File: src/recv_queue_overload_percentile_macros.svh
// ----------------------------------------------------------------------------
// recv_queue_overload_percentile_macros
// Assertion macros for the receive-queue overload block.
// ----------------------------------------------------------------------------
`ifndef RECV_QUEUE_OVERLOAD_PERCENTILE_MACROS_SVH
`define RECV_QUEUE_OVERLOAD_PERCENTILE_MACROS_SVH
// Check that a condition implies a consequence in the same cycle.
`define RQOP_ASSERT_IMP(label, clk, rst, cond, cons, msg) \
  label: assert property (@(posedge clk) disable iff (rst) (cond) |-> (cons)) \
    else $error(msg);
// Check that a condition implies a consequence in the next cycle.
`define RQOP_ASSERT_NEXT(label, clk, rst, cond, cons, msg) \
  label: assert property (@(posedge clk) disable iff (rst) (cond) |=> (cons)) \
    else $error(msg);
`endif

File: src/rqop_ram.sv
// ----------------------------------------------------------------------------
// rqop_ram
// Generic single-port-write, single-port-read RAM with registered read.
// ----------------------------------------------------------------------------
module rqop_ram #(
  parameter int WIDTH = 8,
  parameter int DEPTH = 64
) (
  input  logic                     clk,
  input  logic                     we,
  input  logic [$clog2(DEPTH)-1:0] waddr,
  input  logic [WIDTH-1:0]         wdata,
  input  logic [$clog2(DEPTH)-1:0] raddr,
  output logic [WIDTH-1:0]         rdata
);
  logic [WIDTH-1:0] mem [DEPTH];

  // Write port and registered read port.
  always_ff @(posedge clk) begin
    if (we) begin
      mem[waddr] <= wdata;
    end
    rdata <= mem[raddr];
  end
endmodule

File: config.mk
export PLATFORM = sky130hd
export DESIGN_NAME = rqop_ram
export DESIGN_NICKNAME = d
export VERILOG_FILES = /design/src/recv_queue_overload_percentile_macros.svh /design/src/rqop_ram.sv
export SDC_FILE = /design/constraint.sdc
export NUM_CORES = 1
export LEC_CHECK = 0
export CAP_MARGIN = 20
export CORE_MARGIN = 3
export CORE_UTILIZATION = 40
export DETAILED_ROUTE_END_ITERATION = 12
export DONT_BUFFER_PORTS = 1
export SETUP_SLACK_MARGIN = 0.02
export SYNTH_ARGS = -nofsm -noshare
export SYNTH_HDL_FRONTEND = slang
export SYNTH_SLANG_ARGS = --single-unit
export TNS_END_PERCENT = 5
File: constraint.sdc
create_clock -name clk -period 2.7 [get_ports clk]
set_clock_uncertainty 0.2 [all_clocks]
set_input_delay 0.135 -clock clk [delete_from_list [all_inputs] [get_ports clk]]
set_output_delay 0.135 -clock clk [all_outputs]
set_load 0.005 [all_outputs]
==> impl_results.md <==
- Sequential share of the synthesized area: ~77%
- Worst setup EP type: flip-flop
- CTS Buf Count: 49
- Max VDD drop: between 0.0005 and 0.0006 V
- Syn. warnings: 0
- Antenna cells: 0
- Wire length per cell: roughly 27 um
- FP Rows: 81
- DRC Markers: 0
- Clock Tree Root: clkbuf_16
- First drt pass iteration count: 5
- Share of layout cells above drive strength 1: approximately a quarter
- Die Y: ~230 um
- Worst EP arrival: approximately 2.8 ns
- Post-DR vias/cell: 5.61
- Via count: 9893
- Synthesized area: slightly above 20000 um^2
- Clock Tree Buf Depth: 3
- Status: finished clean
- First-pass GRT wire length: slightly above 70000 um
- Ys async rst share: 0%
- Relative slew slack: a little over a third
- Fmax: around 0.39 GHz
- Final core utilization: between 40 and 50%
- Initial drt markers: approximately 1000
- Max-Cap Viols: 0
- LEAKAGE: approximately 0.0074 uW
- Clk Latency, worst-skew pair: about 0.58 ns
- Slew Viols, Final: 0
- Layout Nets: approximately 1100
- Die ar.: about 53000 um^2
- Area grow syn2layout: 16.3%
- Antenna violations before repair: 1
- Setup tns final: 0 ns
- I/O pin cnt: 30
- Largest cells by area after synthesis: edfxtp_1 76%, mux4_2 14%, nor2_1 1.5%, mux2i_1 1.1%, dfxtp_1 0.79%
- Largest net degree at the start of global routing: ~130
- Routed wire length: between 40000 and 50000 um
- Most common cell in the synthesized netlist: edfxtp_1
- Worst Tran Pin Value: 0.949 ns
- Critical Path Fanout Max: 1
- Core area: slightly below 50000 um^2
- Post-detail-place hpwl: ~26000 um
- Post-route clock period utilization: between 90% and 100%
- Top-area cell type share of the netlist area: between 70% and 80%
- H-Tree Depth: 2
- Synthesized instance count: 940
- Chip width: between 200 and 250 um
- Post-synthesis register bit count: between 500 and 600
- Unrepaired setup endpoints after global routing: false
- Clock Sinks: 520
- Worst EP required: just under 3 ns
- Power Dens Cells: ~700 nW/um^2
- Hold WC Path Type: primary input to flip-flop
- Grt total ovfl: 0
- Vias in the first global route: 10300
- Post-CTS setup buffer count: 0
- Placer Congestion: 0.760
- Syn_area_per_cell: roughly 21 um^2
- Distinct cell type count after synthesis: 40
- Syn nets: between 900 and 1000
- Ys flop type: edfxtp_1
- Number of synthesized flops with an enable pin: between 500 and 600
- Initial core utilization: between 40% and 50%
- Clk pin slew, worst setup/hold paths: roughly 0.06 ns
- CP startpoint kind: flip-flop
- GRT Overall Usage: between 10% and 20%
- Antenna Nets Post-Route: 0
- CTS tree: built
- Period minus WS final: between 2 and 3 ns
- Area leader, netlist: edfxtp_1
- Commonest cells post-synth: 512 x edfxtp_1, 126 x mux4_2, 83 x nor2_1
- Final setup fails: 0
- Critical path class: flip-flop to flip-flop
- Final hold vios: 0
- Number of port buffers: 0
==> final timing paths <==
check,start,to,slack [ns],cells past startpoint
max,mem[11][2],rdata[2],0.12,6
min,raddr[4],rdata[4],0.02,5
max reg2reg,mem[11][2],rdata[2],0.12,6
min reg2reg,mem[30][6],rdata[6],0.67,3
==> per-stage QoR <==
stage	cells	hold WS [ns]	power (uW)	setup WS, ns	area, um^2
after detailed placement	1627	0.0443	9610	0.275	21200
after CTS	1763	0.000646	16600	0.0823	23400
final	1763	0.0169	16500	0.120	23400
after floorplan	940	0.0339	9600	0.697	20200
after global placement	1627	0.0444	9600	0.269	21200
after global routing	1763	0.0245	17000	0.0571	23400
==> what timing repair did <==
item | 4_1_cts | 5_1_grt
resized for setup | 0 | 1
hold buffers | 46 | 0
endpoints found under the setup margin | 0 | 1
endpoints found under the hold margin | 803 | 0
==> critical path, stage by stage, from the launching register on <==
cell           delay (ns)
edfxtp_1             0.37
mux4_2               0.54
mux4_2               0.47
nor2_1               0.09
dlygate4sd3_1        0.55
nor3_1               0.06
o2bb2ai_1            0.17
==> layout by cell type (no fill, tap or decap), drive strengths merged, types with 13 or more instances in the layout <==
cell type,count
nor2b,14
edfxtp,512
dlygate4sd3,34
mux4,126
clkbuf,61
clkinv,23
mux2,13
nor2,83
mux2i,23
nand2,19
buf,85
nand3,13
==> power breakdown <==
group	leakage, uW	internal, uW	switching (uW)
registers	0.00467	8930	31.3
logic	0.00195	349	398
clock network	0.000775	3920	2860
==> registers in the layout, summed over array words and instances (netlist names) <==
name	cells
rdata	8
mem	512
==> layer usage <==
layer / global-route usage, % / part of all wire (%) / up-vias
met3: 3.52 / 6.4 / 70
met2: 29.4 / 49 / 347
met5: 0 / 0.028 / -
li1: - / - / 4176
met4: 5.51 / 2.7 / 2
met1: 25.3 / 42 / 5298
==> cell type report <==
type | instances | area [um^2]
Fill cell | 4031 | 25900
Clock inverter | 29 | 258
Clock buffer | 61 | 1310
Timing Repair Buffer | 120 | 1200
Sequential cell | 520 | 15500
Multi-Input combinational cell | 369 | 4320
Tap cell | 664 | 831
==> kinds of logic (layout without fill, tap and decap cells) <==
family / Yosys count / after routing / share of synthesized area (%)
mux: 162 / 162 / 15.9
compound gates: 54 / 54 / 2.07
simple gates: 153 / 153 / 3.39
flops: 520 / 520 / 77.0
buf+inv: 51 / 210 / 1.57
(Power assumes the default switching activity.)
