`src/recv_queue_overload_percentile_macros.svh`:
```
// ----------------------------------------------------------------------------
// recv_queue_overload_percentile_macros
// Assertion macros for the receive-queue overload block.
// ----------------------------------------------------------------------------
`ifndef RECV_QUEUE_OVERLOAD_PERCENTILE_MACROS_SVH
`define RECV_QUEUE_OVERLOAD_PERCENTILE_MACROS_SVH
// Check that a condition implies a consequence in the same cycle.
`define RQOP_ASSERT_IMP(label, clk, rst, cond, cons, msg) \
  label: assert property (@(posedge clk) disable iff (rst) (cond) |-> (cons)) \
    else $error(msg);
// Check that a condition implies a consequence in the next cycle.
`define RQOP_ASSERT_NEXT(label, clk, rst, cond, cons, msg) \
  label: assert property (@(posedge clk) disable iff (rst) (cond) |=> (cons)) \
    else $error(msg);
`endif

```
`src/rqop_div.sv`:
```
// ----------------------------------------------------------------------------
// rqop_div
// Restoring divider: 100*occ / cap, one quotient bit per cycle.
// ----------------------------------------------------------------------------
module rqop_div (
  input  logic        clk,
  input  logic        rst,
  input  logic        start,
  input  logic [38:0] dividend,
  input  logic [31:0] divisor,
  output logic        done,
  output logic [6:0]  quotient
);
  logic [38:0] num;
  logic [32:0] rem;
  logic [5:0]  cnt;
  logic        busy;
  logic [32:0] trial;

  assign trial = {rem[31:0], num[38]} - {1'b0, divisor};

  // One shift-subtract step per cycle over the 39 dividend bits.
  always_ff @(posedge clk) begin
    if (rst) begin
      busy <= 1'b0;
      done <= 1'b0;
    end else begin
      done <= 1'b0;
      if (start) begin
        busy <= 1'b1;
        num  <= dividend;
        rem  <= '0;
        cnt  <= 6'd0;
      end else if (busy) begin
        if (!trial[32]) begin
          rem <= trial;
          num <= {num[37:0], 1'b1};
        end else begin
          rem <= {rem[31:0], num[38]};
          num <= {num[37:0], 1'b0};
        end
        cnt <= cnt + 6'd1;
        if (cnt == 6'd38) begin
          busy <= 1'b0;
          done <= 1'b1;
        end
      end
    end
  end

  // The quotient never exceeds 100.
  assign quotient = num[6:0];
endmodule

```
`config.mk`:
```
export PLATFORM = sky130hd
export DESIGN_NAME = rqop_div
export DESIGN_NICKNAME = d
export VERILOG_FILES = /design/src/recv_queue_overload_percentile_macros.svh /design/src/rqop_div.sv
export SDC_FILE = /design/constraint.sdc
export NUM_CORES = 1
export LEC_CHECK = 0
export BUFFER_PORTS_ARGS = -buffer_cell sky130_fd_sc_hd__clkbuf_2
export CAP_MARGIN = 20
export CORE_MARGIN = 3
export CORE_UTILIZATION = 45
export CTS_CLUSTER_DIAMETER = 80
export DETAILED_ROUTE_END_ITERATION = 6
export PLACE_DENSITY_LB_ADDON = 0.05
export REMOVE_ABC_BUFFERS = 1
export SLEW_MARGIN = 20
export SYNTH_ARGS = -nofsm -noshare
export SYNTH_HDL_FRONTEND = slang
export SYNTH_SLANG_ARGS = --single-unit
```
`constraint.sdc`:
```
create_clock -name clk -period 5.2 [get_ports clk]
set_clock_uncertainty 0.05 [all_clocks]
set_input_delay 0.26 -clock clk [delete_from_list [all_inputs] [get_ports clk]]
set_output_delay 0.26 -clock clk [all_outputs]
set_load 0.1 [all_outputs]
```
==> results_dict.tcl, run 1 <==
set metrics [dict create \
    outcome "finished clean" \
    wirelength_um 13600 \
    muxShareOfSynthArea_pct 8.00 \
    min_path_type "primary input to flop" \
    postSynthRegisterBits 79 \
    wire_per_inst_um 16.9 \
    post_cts_hold_buffer_count 0 \
    synth-compound-area-share_pct 19.7 \
    global_routing_usage_summed_across_all_routing_layers_pct 19.7 \
    detailroute.via_count 4521 \
    post_synth_xor_area_fraction_pct 2.96 \
    synth.top_cell.area_share_pct 41.2 \
    drc 0 \
    place_inst 787 \
    rows 40 \
    antenna_cells_inserted 0 \
    combinational_family_with_the_most_area_after_synthesis "compound AO/OA/AOI/OAI gates" \
    finalHoldViolations 0 \
    setup.worst_path.end_class "flop" \
    synth-edff-count 77 \
    postCtsResizedCells 0 \
    p_per_area_mw_per_mm2 322 \
    globalRouteOverflowTotal 0 \
    nFillCells 1162 \
    ys_types 66 \
    rsz0062_at_grt "false" \
    die_height_um 118 \
    setup-violations-final 0 \
    io_buffers 81 \
    cp.arrival_ns 3.98 \
    fin_hold_ws_ns 0.0987 \
    initialDrtViolationCount 250 \
    post_synth_main_area_contributors "sky130_fd_sc_hd__edfxtp_1 41%, sky130_fd_sc_hd__mux2_2 7.8%, sky130_fd_sc_hd__ha_1 7.6%" \
    timing.critical_path.cells "ha_1 -> a21oi_2 -> o21bai_1 -> a2111oi_2 -> o41ai_2 -> nand2_1 -> o21a_1 -> nand3_1 -> o32ai_1" \
    vdd_ir_drop_max_uv 222 \
    timing.max_cap.violations 0 \
    syn_area_per_cell_sq_um 9.84 \
    timing.setup.critical_path_class "flop to flop" \
    post_route_cells_drive_above_1_share_pct 24.6 \
    worst_ep_required_time_ns 5.31 \
    multi_input_comb_area_sq_mm 0.00293 \
    grt_pass1_vias 4535 \
    cts_made_buffers 9 \
    holdCritStartpoint "rst" \
    gp_congestion 0.839 \
    max-slew-margin-rel_pct 30.2 \
    cts_setup_buffers 0 \
    final_period_minus_worst_setup_slack_ns 3.87 \
    grt_max_degree 78 \
    cts.sinks 79 \
    clock_tree.root_cell "sky130_fd_sc_hd__clkbuf_16" \
    design.die.area_sq_mm 0.0139 \
    totalNegativeSetupSlack_ns 0 \
    latest_clock_arrival_within_the_worst_skew_pair_ns 0.34 \
    dpl.hpwl_um 9470 \
    finalMaxSlewViolations 0 \
    flow.area_growth_from_synthesis_pct 13.5 \
    residual_antenna_violating_net_count_after_detailed_routing 0 \
    antenna_found_initial 0 \
    crit_slowest_cell "sky130_fd_sc_hd__o21a_1" \
    yosys.area_share.simple_pct 13.3 \
    cp_max_fo 21 \
    worst_setup_path_startpoint "rem[24]" \
    p_leak_nw 2.62 \
    synth-adder-area-share_pct 7.93 \
    routed_via_density 5.63 \
    initial_utilization_pct 46.4 \
    clkTransAtPathRegs_ns 0.07 \
    most-common-layout-cells "81 x sky130_fd_sc_hd__clkbuf_2, 77 x sky130_fd_sc_hd__edfxtp_1, 55 x sky130_fd_sc_hd__a21oi_1, 47 x sky130_fd_sc_hd__o21ai_0, 41 x sky130_fd_sc_hd__inv_1" \
    finish.net_count 739 \
    period_share_pct 74.4 \
    fin_cells 803 \
    max-clock-path-buffers 2 \
    max_freq_ghz 0.259 \
    drt-pass1-iter-count 5 \
    die_width_um 118 \
    startpoint_type "flop" \
    postSynth.topFlopCell "sky130_fd_sc_hd__edfxtp_1" \
    worstMarginPinSlew_ns 1.05 \
    mostFrequentLayoutCell "sky130_fd_sc_hd__clkbuf_2" \
    yosys_warnings 0 \
    fp.coreArea_sq_mm 0.0121 \
    grt_pass1_wl_um 22300 \
    seqCellArea_sq_mm 0.00235 \
    yosysTopAreaCell "sky130_fd_sc_hd__edfxtp_1" \
    synth-async-reset-ratio_pct 0 \
    io-pin-count 82 \
    r2r-start "rem[24]" \
    timing.critical_path.slowest_cell_delay_ns 0.80 \
    post_synth_instance_area_sq_mm 0.00562 \
    cts_tree "yes" \
    seq_area_frac_synth_pct 41.9 \
    cts-htree-levels 3 \
    syn-instance-count 571 \
]
state kept, by name, summed over array words and instances (netlist names):
signal	flops
busy	1
rem	32
num	39
done	1
cnt	6
per-layer routing:
layer  up-vias  GRT usage [%]  wire length (um)
li1       2236              -                 -
met5         -              0                 0
met4         0           6.74               259
met1      2130           26.5              6370
met2       135           31.1              6050
met3        20           4.81               922
cells by family after synthesis:
| family | after synthesis |
|---|---|
| AOI/OAI and AO/OA | 174 |
| xor gates and xnor gates | 19 |
| adders and majority gates | 35 |
| buffers and inverters | 77 |
| DFF | 79 |
| muxes | 40 |
| and+or+nand+nor | 147 |
area by class of cell:
type,count,share of cell area [%]
repair buffers,84,6.71
multi-input cells,415,46.0
clock inverters,7,1.12
flip-flops and latches,79,36.9
well taps,168,3.30
inverters,41,2.41
clock buffers,9,3.53
critical path: cells and delay by family (launching register included):
kind            cells  cell delay, ns
fa+ha+maj           1            0.42
flops               1            0.41
compound gates      6            2.19
simple gates        2            0.61
stage by stage:
stage	area [sq um]	utilization (%)	setup WS (ns)	total power [mW]
after detailed placement	6070	50.1	1.50	1.41
after global placement	6070	50.1	1.46	1.40
final	6370	52.6	1.33	2.05
after floorplan	5430	-	1.04	1.25
after global routing	6370	52.6	1.10	2.16
after CTS	6370	52.6	1.46	2.06
path summary, 6_finish.rpt:
| path | to | slack (ns) | cells after the start |
|---|---|---|---|
| max | rem[20] | 1.33 | 9 |
| min | busy | 0.1 | 2 |
| max reg2reg | rem[20] | 1.33 | 9 |
| min reg2reg | done | 0.47 | 1 |
power by group:
group / switching [mW] / internal, mW
Sequential: 0.0257 / 0.773
Clock: 0.275 / 0.373
Combinational: 0.365 / 0.239
cells in the mapped netlist (all sizes together) (2+ instances only):
master and count:
o2111ai 4, nand4 10, nand3 19, nor3b 2
a21boi 5, or2 3, or4 3, nor2 33
inv 41, o32ai 2, xor2 5, and3 5
nand2 34, o22ai 5, nand4b 2, buf 16
a31o 2, a21oi 58, mux2 39, clkbuf 20
nand2b 7, nor3 15, xnor2 14, dfxtp 2
nor2b 2, edfxtp 77, o21a 11, o21ai 50
ha 34, o211a 2, a211oi 6, or4b 3
a31oi 4, or3 4, o211ai 7, a21o 9
(Power assumes the default switching activity.)
==> run 2, diff against run 1 <==
- clock period: 5.2 -> 3.8 ns (I/O delays scaled with it)
==> run 2 against run 1 <==
Against the previous run: setup slack got worse by 0.69 ns; clock power increased by 44%; largest cell class unchanged; critical endpoint is now rem[16]; fmax up 23%; register-to-register slack lost 0.69 ns; first-iteration DRC count is 8.0% higher; highest routed layer unchanged; flip-flop and latch count unchanged; sequential share of layout area fell by 0.33 points; non-clock buffer count up 6.
==> results_dict.tcl, run 2 (synthesis results as in run 1) <==
set metrics [dict create \
    outcome "finished clean" \
    clkTransAtPathRegs_ns 0.07 \
    die_width_um 118 \
    place_inst 793 \
    antenna_found_initial 0 \
    rsz0062_at_grt "false" \
    io-pin-count 82 \
    finalHoldViolations 0 \
    fin_cells 809 \
    drt-pass1-iter-count 5 \
    grt_pass1_wl_um 22000 \
    cts_made_buffers 9 \
    totalNegativeSetupSlack_ns 0 \
    cp_max_fo 14 \
    nFillCells 1150 \
    clock_tree.root_cell "sky130_fd_sc_hd__clkbuf_16" \
    gp_congestion 0.841 \
    multi_input_comb_area_sq_mm 0.00293 \
    post_cts_hold_buffer_count 0 \
    startpoint_type "flop" \
    final_core_utilization_pct 53.1 \
    max_freq_ghz 0.317 \
    worstMarginPinSlew_ns 1.02 \
    period_share_pct 83.0 \
    largest-register "num" \
    antenna_cells_inserted 0 \
    flow.area_growth_from_synthesis_pct 14.5 \
    r2r_end "rem[16]" \
    cts.sinks 79 \
    die_height_um 118 \
    globalRouteOverflowTotal 0 \
    cts-htree-levels 3 \
    wire_per_inst_um 16.4 \
    design.die.area_sq_mm 0.0139 \
    holdCritStartpoint "rst" \
    detailroute.via_count 4533 \
    min_delay_path_depth 2 \
    timing.max_cap.violations 0 \
    initial_utilization_pct 46.4 \
    max-slew-margin-rel_pct 31.8 \
    timing.reg2reg.setup_slack_ns 0.65 \
    grt_max_degree 78 \
    r2r-start "rem[14]" \
    min_path_type "primary input to flop" \
    drc 0 \
    worst_ep_required_time_ns 3.94 \
    fp.coreArea_sq_mm 0.0121 \
    most-common-layout-cells "81 x sky130_fd_sc_hd__clkbuf_2, 77 x sky130_fd_sc_hd__edfxtp_1, 55 x sky130_fd_sc_hd__a21oi_1, 47 x sky130_fd_sc_hd__o21ai_0, 41 x sky130_fd_sc_hd__inv_1" \
    final_period_minus_worst_setup_slack_ns 3.15 \
    max-clock-path-buffers 2 \
    cts_tree "yes" \
    dpl.hpwl_um 9340 \
    timing.setup.critical_path_class "flop to flop" \
    fin_hold_ws_ns 0.0218 \
    reg2reg_depth 10 \
    rows 40 \
    mostFrequentLayoutCell "sky130_fd_sc_hd__clkbuf_2" \
    worst_setup_path_startpoint "rem[14]" \
    residual_antenna_violating_net_count_after_detailed_routing 0 \
    routed_via_density 5.60 \
    setup.worst_path.end_class "flop" \
    initialDrtViolationCount 270 \
    seqCellArea_sq_mm 0.00235 \
    finalMaxSlewViolations 0 \
    io_buffers 81 \
    grt_pass1_vias 4455 \
    cts_setup_buffers 0 \
    biggestRegsByFlops "num x39, rem x32, cnt x6" \
    largest_register_ffs 39 \
    worst_setup_path_endpoint "rem[16]" \
    setup-violations-final 0 \
    post_route_cells_drive_above_1_share_pct 25.6 \
    latest_clock_arrival_within_the_worst_skew_pair_ns 0.35 \
    global_routing_usage_summed_across_all_routing_layers_pct 19.6 \
    vdd_ir_drop_max_uv 269 \
    postCtsResizedCells 0 \
    p_per_area_mw_per_mm2 444 \
    cp.arrival_ns 3.29 \
    finish.net_count 745 \
    wirelength_um 13300 \
    p_leak_nw 2.66 \
]
## run 2: cell count changes in the layout (fill, tap and decap cells not counted)
cell,delta
sky130_fd_sc_hd__buf_4,+6
sky130_fd_sc_hd__clkbuf_8,+2
sky130_fd_sc_hd__o21ai_4,-1
sky130_fd_sc_hd__o21ai_2,+1
sky130_fd_sc_hd__clkinv_1,-2
## run 2: how the worst min path moves through the flow
stage | endpoint | slack [ns]
final | busy | 0.02
after global placement | busy | 0.37
after global routing | busy | 0.03
after floorplan | busy | 0.22
after CTS | busy | 0.007
after detailed placement | busy | 0.38
## run 2: power by group
part	internal, mW	switching, mW
combinational	0.337	0.496
sequential	1.06	0.0334
clock	0.551	0.385
## run 2: final cells by class
| type | count | area share [%] |
|---|---|---|
| clock inverters | 5 | 0.992 |
| multi-input cells | 415 | 45.5 |
| clock buffers | 11 | 3.93 |
| flip-flops and latches | 79 | 36.6 |
| inverters | 41 | 2.39 |
| repair buffers | 90 | 7.35 |
| well taps | 168 | 3.27 |
## run 2: metrics by stage
step / total power, mW / instance area, sq um / setup slack [ns]
finish: 2.86 / 6430 / 0.647
global route: 3.01 / 6430 / 0.419
CTS: 2.88 / 6430 / 0.652
detailed placement: 1.93 / 6120 / 0.701
global placement: 1.93 / 6120 / 0.693
floorplan: 1.70 / 5430 / -0.359
## run 2: routing by layer
| metal | up-vias | share of wire [%] | global-route usage, % |
|---|---|---|---|
| met5 | - | 0 | 0 |
| met4 | 0 | 1.8 | 8.06 |
| met3 | 14 | 8.0 | 5.33 |
| met2 | 146 | 45 | 30.1 |
| met1 | 2114 | 46 | 26.3 |
| li1 | 2259 | - | - |
## run 2: critical path, cell delays in order, from the launching register on
cell	delay [ns]
sky130_fd_sc_hd__edfxtp_1	0.41
sky130_fd_sc_hd__ha_1	0.40
sky130_fd_sc_hd__a21o_1	0.25
sky130_fd_sc_hd__or2_1	0.24
sky130_fd_sc_hd__nor3_2	0.15
sky130_fd_sc_hd__o211ai_2	0.18
sky130_fd_sc_hd__a21boi_4	0.25
sky130_fd_sc_hd__o21ai_2	0.14
sky130_fd_sc_hd__buf_4	0.21
sky130_fd_sc_hd__or4_1	0.50
sky130_fd_sc_hd__a21oi_1	0.19
==> run 3, diff against run 2 <==
- clock period: 3.8 -> 3.1 ns (I/O delays scaled with it)
==> run 3 against run 2 <==
Against the previous run: utilization is 1.7 points higher; critical path depth stayed put; cell count is 2.2% higher; non-clock buffer count is 18 higher; setup slack worse by 0.51 ns; combinational power is 32% higher; register-to-register slack worse by 0.51 ns; largest power group unchanged; via count is 2.5% higher; hold slack better by 0.015 ns.
==> results_dict.tcl, run 3 (synthesis results as in run 1) <==
set metrics [dict create \
    outcome "finished clean" \
    flow.area_growth_from_synthesis_pct 18.1 \
    worst_ep_required_time_ns 3.14 \
    vdd_ir_drop_max_uv 390 \
    largest-register "num" \
    holdCritStartpoint "dividend[0]" \
    drc 0 \
    detailroute.via_count 4645 \
    totalNegativeSetupSlack_ns 0 \
    post_route_cells_drive_above_1_share_pct 29.1 \
    die_width_um 118 \
    min_path_type "primary input to flop" \
    antenna_cells_inserted 0 \
    clkTransAtPathRegs_ns 0.06 \
    dpl.hpwl_um 10000 \
    mostFrequentLayoutCell "sky130_fd_sc_hd__clkbuf_2" \
    r2r_end "rem[29]" \
    cp.arrival_ns 3.00 \
    reg2reg_depth 10 \
    p_per_area_mw_per_mm2 532 \
    cts-htree-levels 3 \
    io-pin-count 82 \
    final_period_minus_worst_setup_slack_ns 2.96 \
    timing.max_cap.violations 0 \
    pre_cts_ws_ns 0.0446 \
    most-common-layout-cells "81 x sky130_fd_sc_hd__clkbuf_2, 77 x sky130_fd_sc_hd__edfxtp_1, 53 x sky130_fd_sc_hd__a21oi_1, 47 x sky130_fd_sc_hd__o21ai_0, 41 x sky130_fd_sc_hd__inv_1" \
    cts_made_buffers 9 \
    p_leak_nw 2.75 \
    max-slew-margin-rel_pct 64.0 \
    largest_register_ffs 39 \
    residual_antenna_violating_net_count_after_detailed_routing 0 \
    hold_ep "num[0]" \
    timing.setup.critical_path_class "flop to flop" \
    clock_tree.root_cell "sky130_fd_sc_hd__clkbuf_16" \
    latest_clock_arrival_within_the_worst_skew_pair_ns 0.35 \
    grt_pass1_wl_um 22700 \
    min_delay_path_depth 3 \
    wirelength_um 13700 \
    max-clock-path-buffers 2 \
    finish.net_count 763 \
    layout_setup_ws_ns 0.138 \
    placement.cell_area_sq_mm 0.00625 \
    cp_max_fo 5 \
    final_core_utilization_pct 54.8 \
    initial_utilization_pct 46.4 \
    grt_max_degree 78 \
    timing.reg2reg.setup_slack_ns 0.14 \
    design.die.area_sq_mm 0.0139 \
    routed_via_density 5.62 \
    wire_per_inst_um 16.5 \
    rsz0062_at_grt "true" \
    gp_congestion 0.923 \
    die_height_um 118 \
    cts.sinks 79 \
    layout.cell_area.non_filler_sq_mm 0.00664 \
    r2r-start "rem[2]" \
    biggestRegsByFlops "num x39, rem x32, cnt x6" \
    cts_tree "yes" \
    drt-pass1-iter-count 5 \
    setup-violations-final 0 \
    worstMarginPinSlew_ns 0.543 \
    grt_pass1_vias 4665 \
    setup.worst_path.end_class "flop" \
    initialDrtViolationCount 272 \
    fp.coreArea_sq_mm 0.0121 \
    finalHoldViolations 0 \
    max_freq_ghz 0.338 \
    period_share_pct 95.6 \
    globalRouteOverflowTotal 0 \
    global_routing_usage_summed_across_all_routing_layers_pct 20.0 \
    finalMaxSlewViolations 0 \
    antenna_found_initial 0 \
    startpoint_type "flop" \
    rows 40 \
    io_buffers 81 \
]
==> run 3: cell types whose count changed in the layout (fill, tap and decap cells not counted), moves of 2 or more <==
cell	before	now
sky130_fd_sc_hd__a21oi_1	55	53
sky130_fd_sc_hd__ha_1	34	32
sky130_fd_sc_hd__o21ai_2	1	3
sky130_fd_sc_hd__o21ai_1	2	0
sky130_fd_sc_hd__buf_4	9	25
sky130_fd_sc_hd__a21boi_1	0	2
sky130_fd_sc_hd__clkbuf_8	2	0
sky130_fd_sc_hd__a21boi_0	4	2
==> run 3: cell type report <==
type | instances | area, sq um
flip-flops and latches | 79 | 2350
fillers | 1146 | 5480
well taps | 168 | 210
clock buffers | 10 | 229
inverters | 41 | 154
multi-input cells | 415 | 3000
repair buffers | 108 | 623
clock inverters | 6 | 68.8
==> run 3: power by group <==
part | switching (mW) | internal, mW
Combinational | 0.635 | 0.463
Sequential | 0.0432 | 1.29
Clock | 0.465 | 0.630
==> run 3: worst max path at each step <==
stage	cells past startpoint	end	start
final	10	rem[29]	rem[2]
after global routing	11	rem[10]	rem[25]
after CTS	9	rem[16]	rem[24]
after detailed placement	9	rem[16]	rem[24]
after global placement	9	rem[31]	rem[22]
after floorplan	2	cnt[0]	busy
==> run 3: through the flow <==
stage	power, mW	hold slack [ns]	instances
after CTS	3.52	0.0290	826
after detailed placement	2.42	0.347	809
after global placement	2.41	0.337	809
final	3.53	0.0368	827
after global routing	3.71	0.0530	827
after floorplan	2.09	0.184	535
==> run 3: critical path, cell delays in order (launching register included) <==
cell and delay [ns]:
sky130_fd_sc_hd__edfxtp_1 0.38, sky130_fd_sc_hd__ha_1 0.37, sky130_fd_sc_hd__o211ai_1 0.31, sky130_fd_sc_hd__a21oi_4 0.07, sky130_fd_sc_hd__o21ai_2 0.20, sky130_fd_sc_hd__o21ai_2 0.07, sky130_fd_sc_hd__or3_1 0.38, sky130_fd_sc_hd__a211o_1 0.34
sky130_fd_sc_hd__nand3_1 0.24, sky130_fd_sc_hd__buf_4 0.18, sky130_fd_sc_hd__o22ai_1 0.09
==> run 3: routing by layer <==
metal	GRT usage, %	routed length, um	vias up
li1	-	-	2287
met1	27.9	6290	2211
met2	31.0	6230	138
met3	4.42	975	9
met4	6.74	159	0
met5	0	0	-
==> run 3: timing repair <==
item | 4_1_cts | 5_1_grt
setup buffers | 0 | 1
hold buffers | 1 | 0
resized for setup | 0 | 16
endpoints found under the hold margin | 1 | 0
setup endpoints to repair | 0 | 23
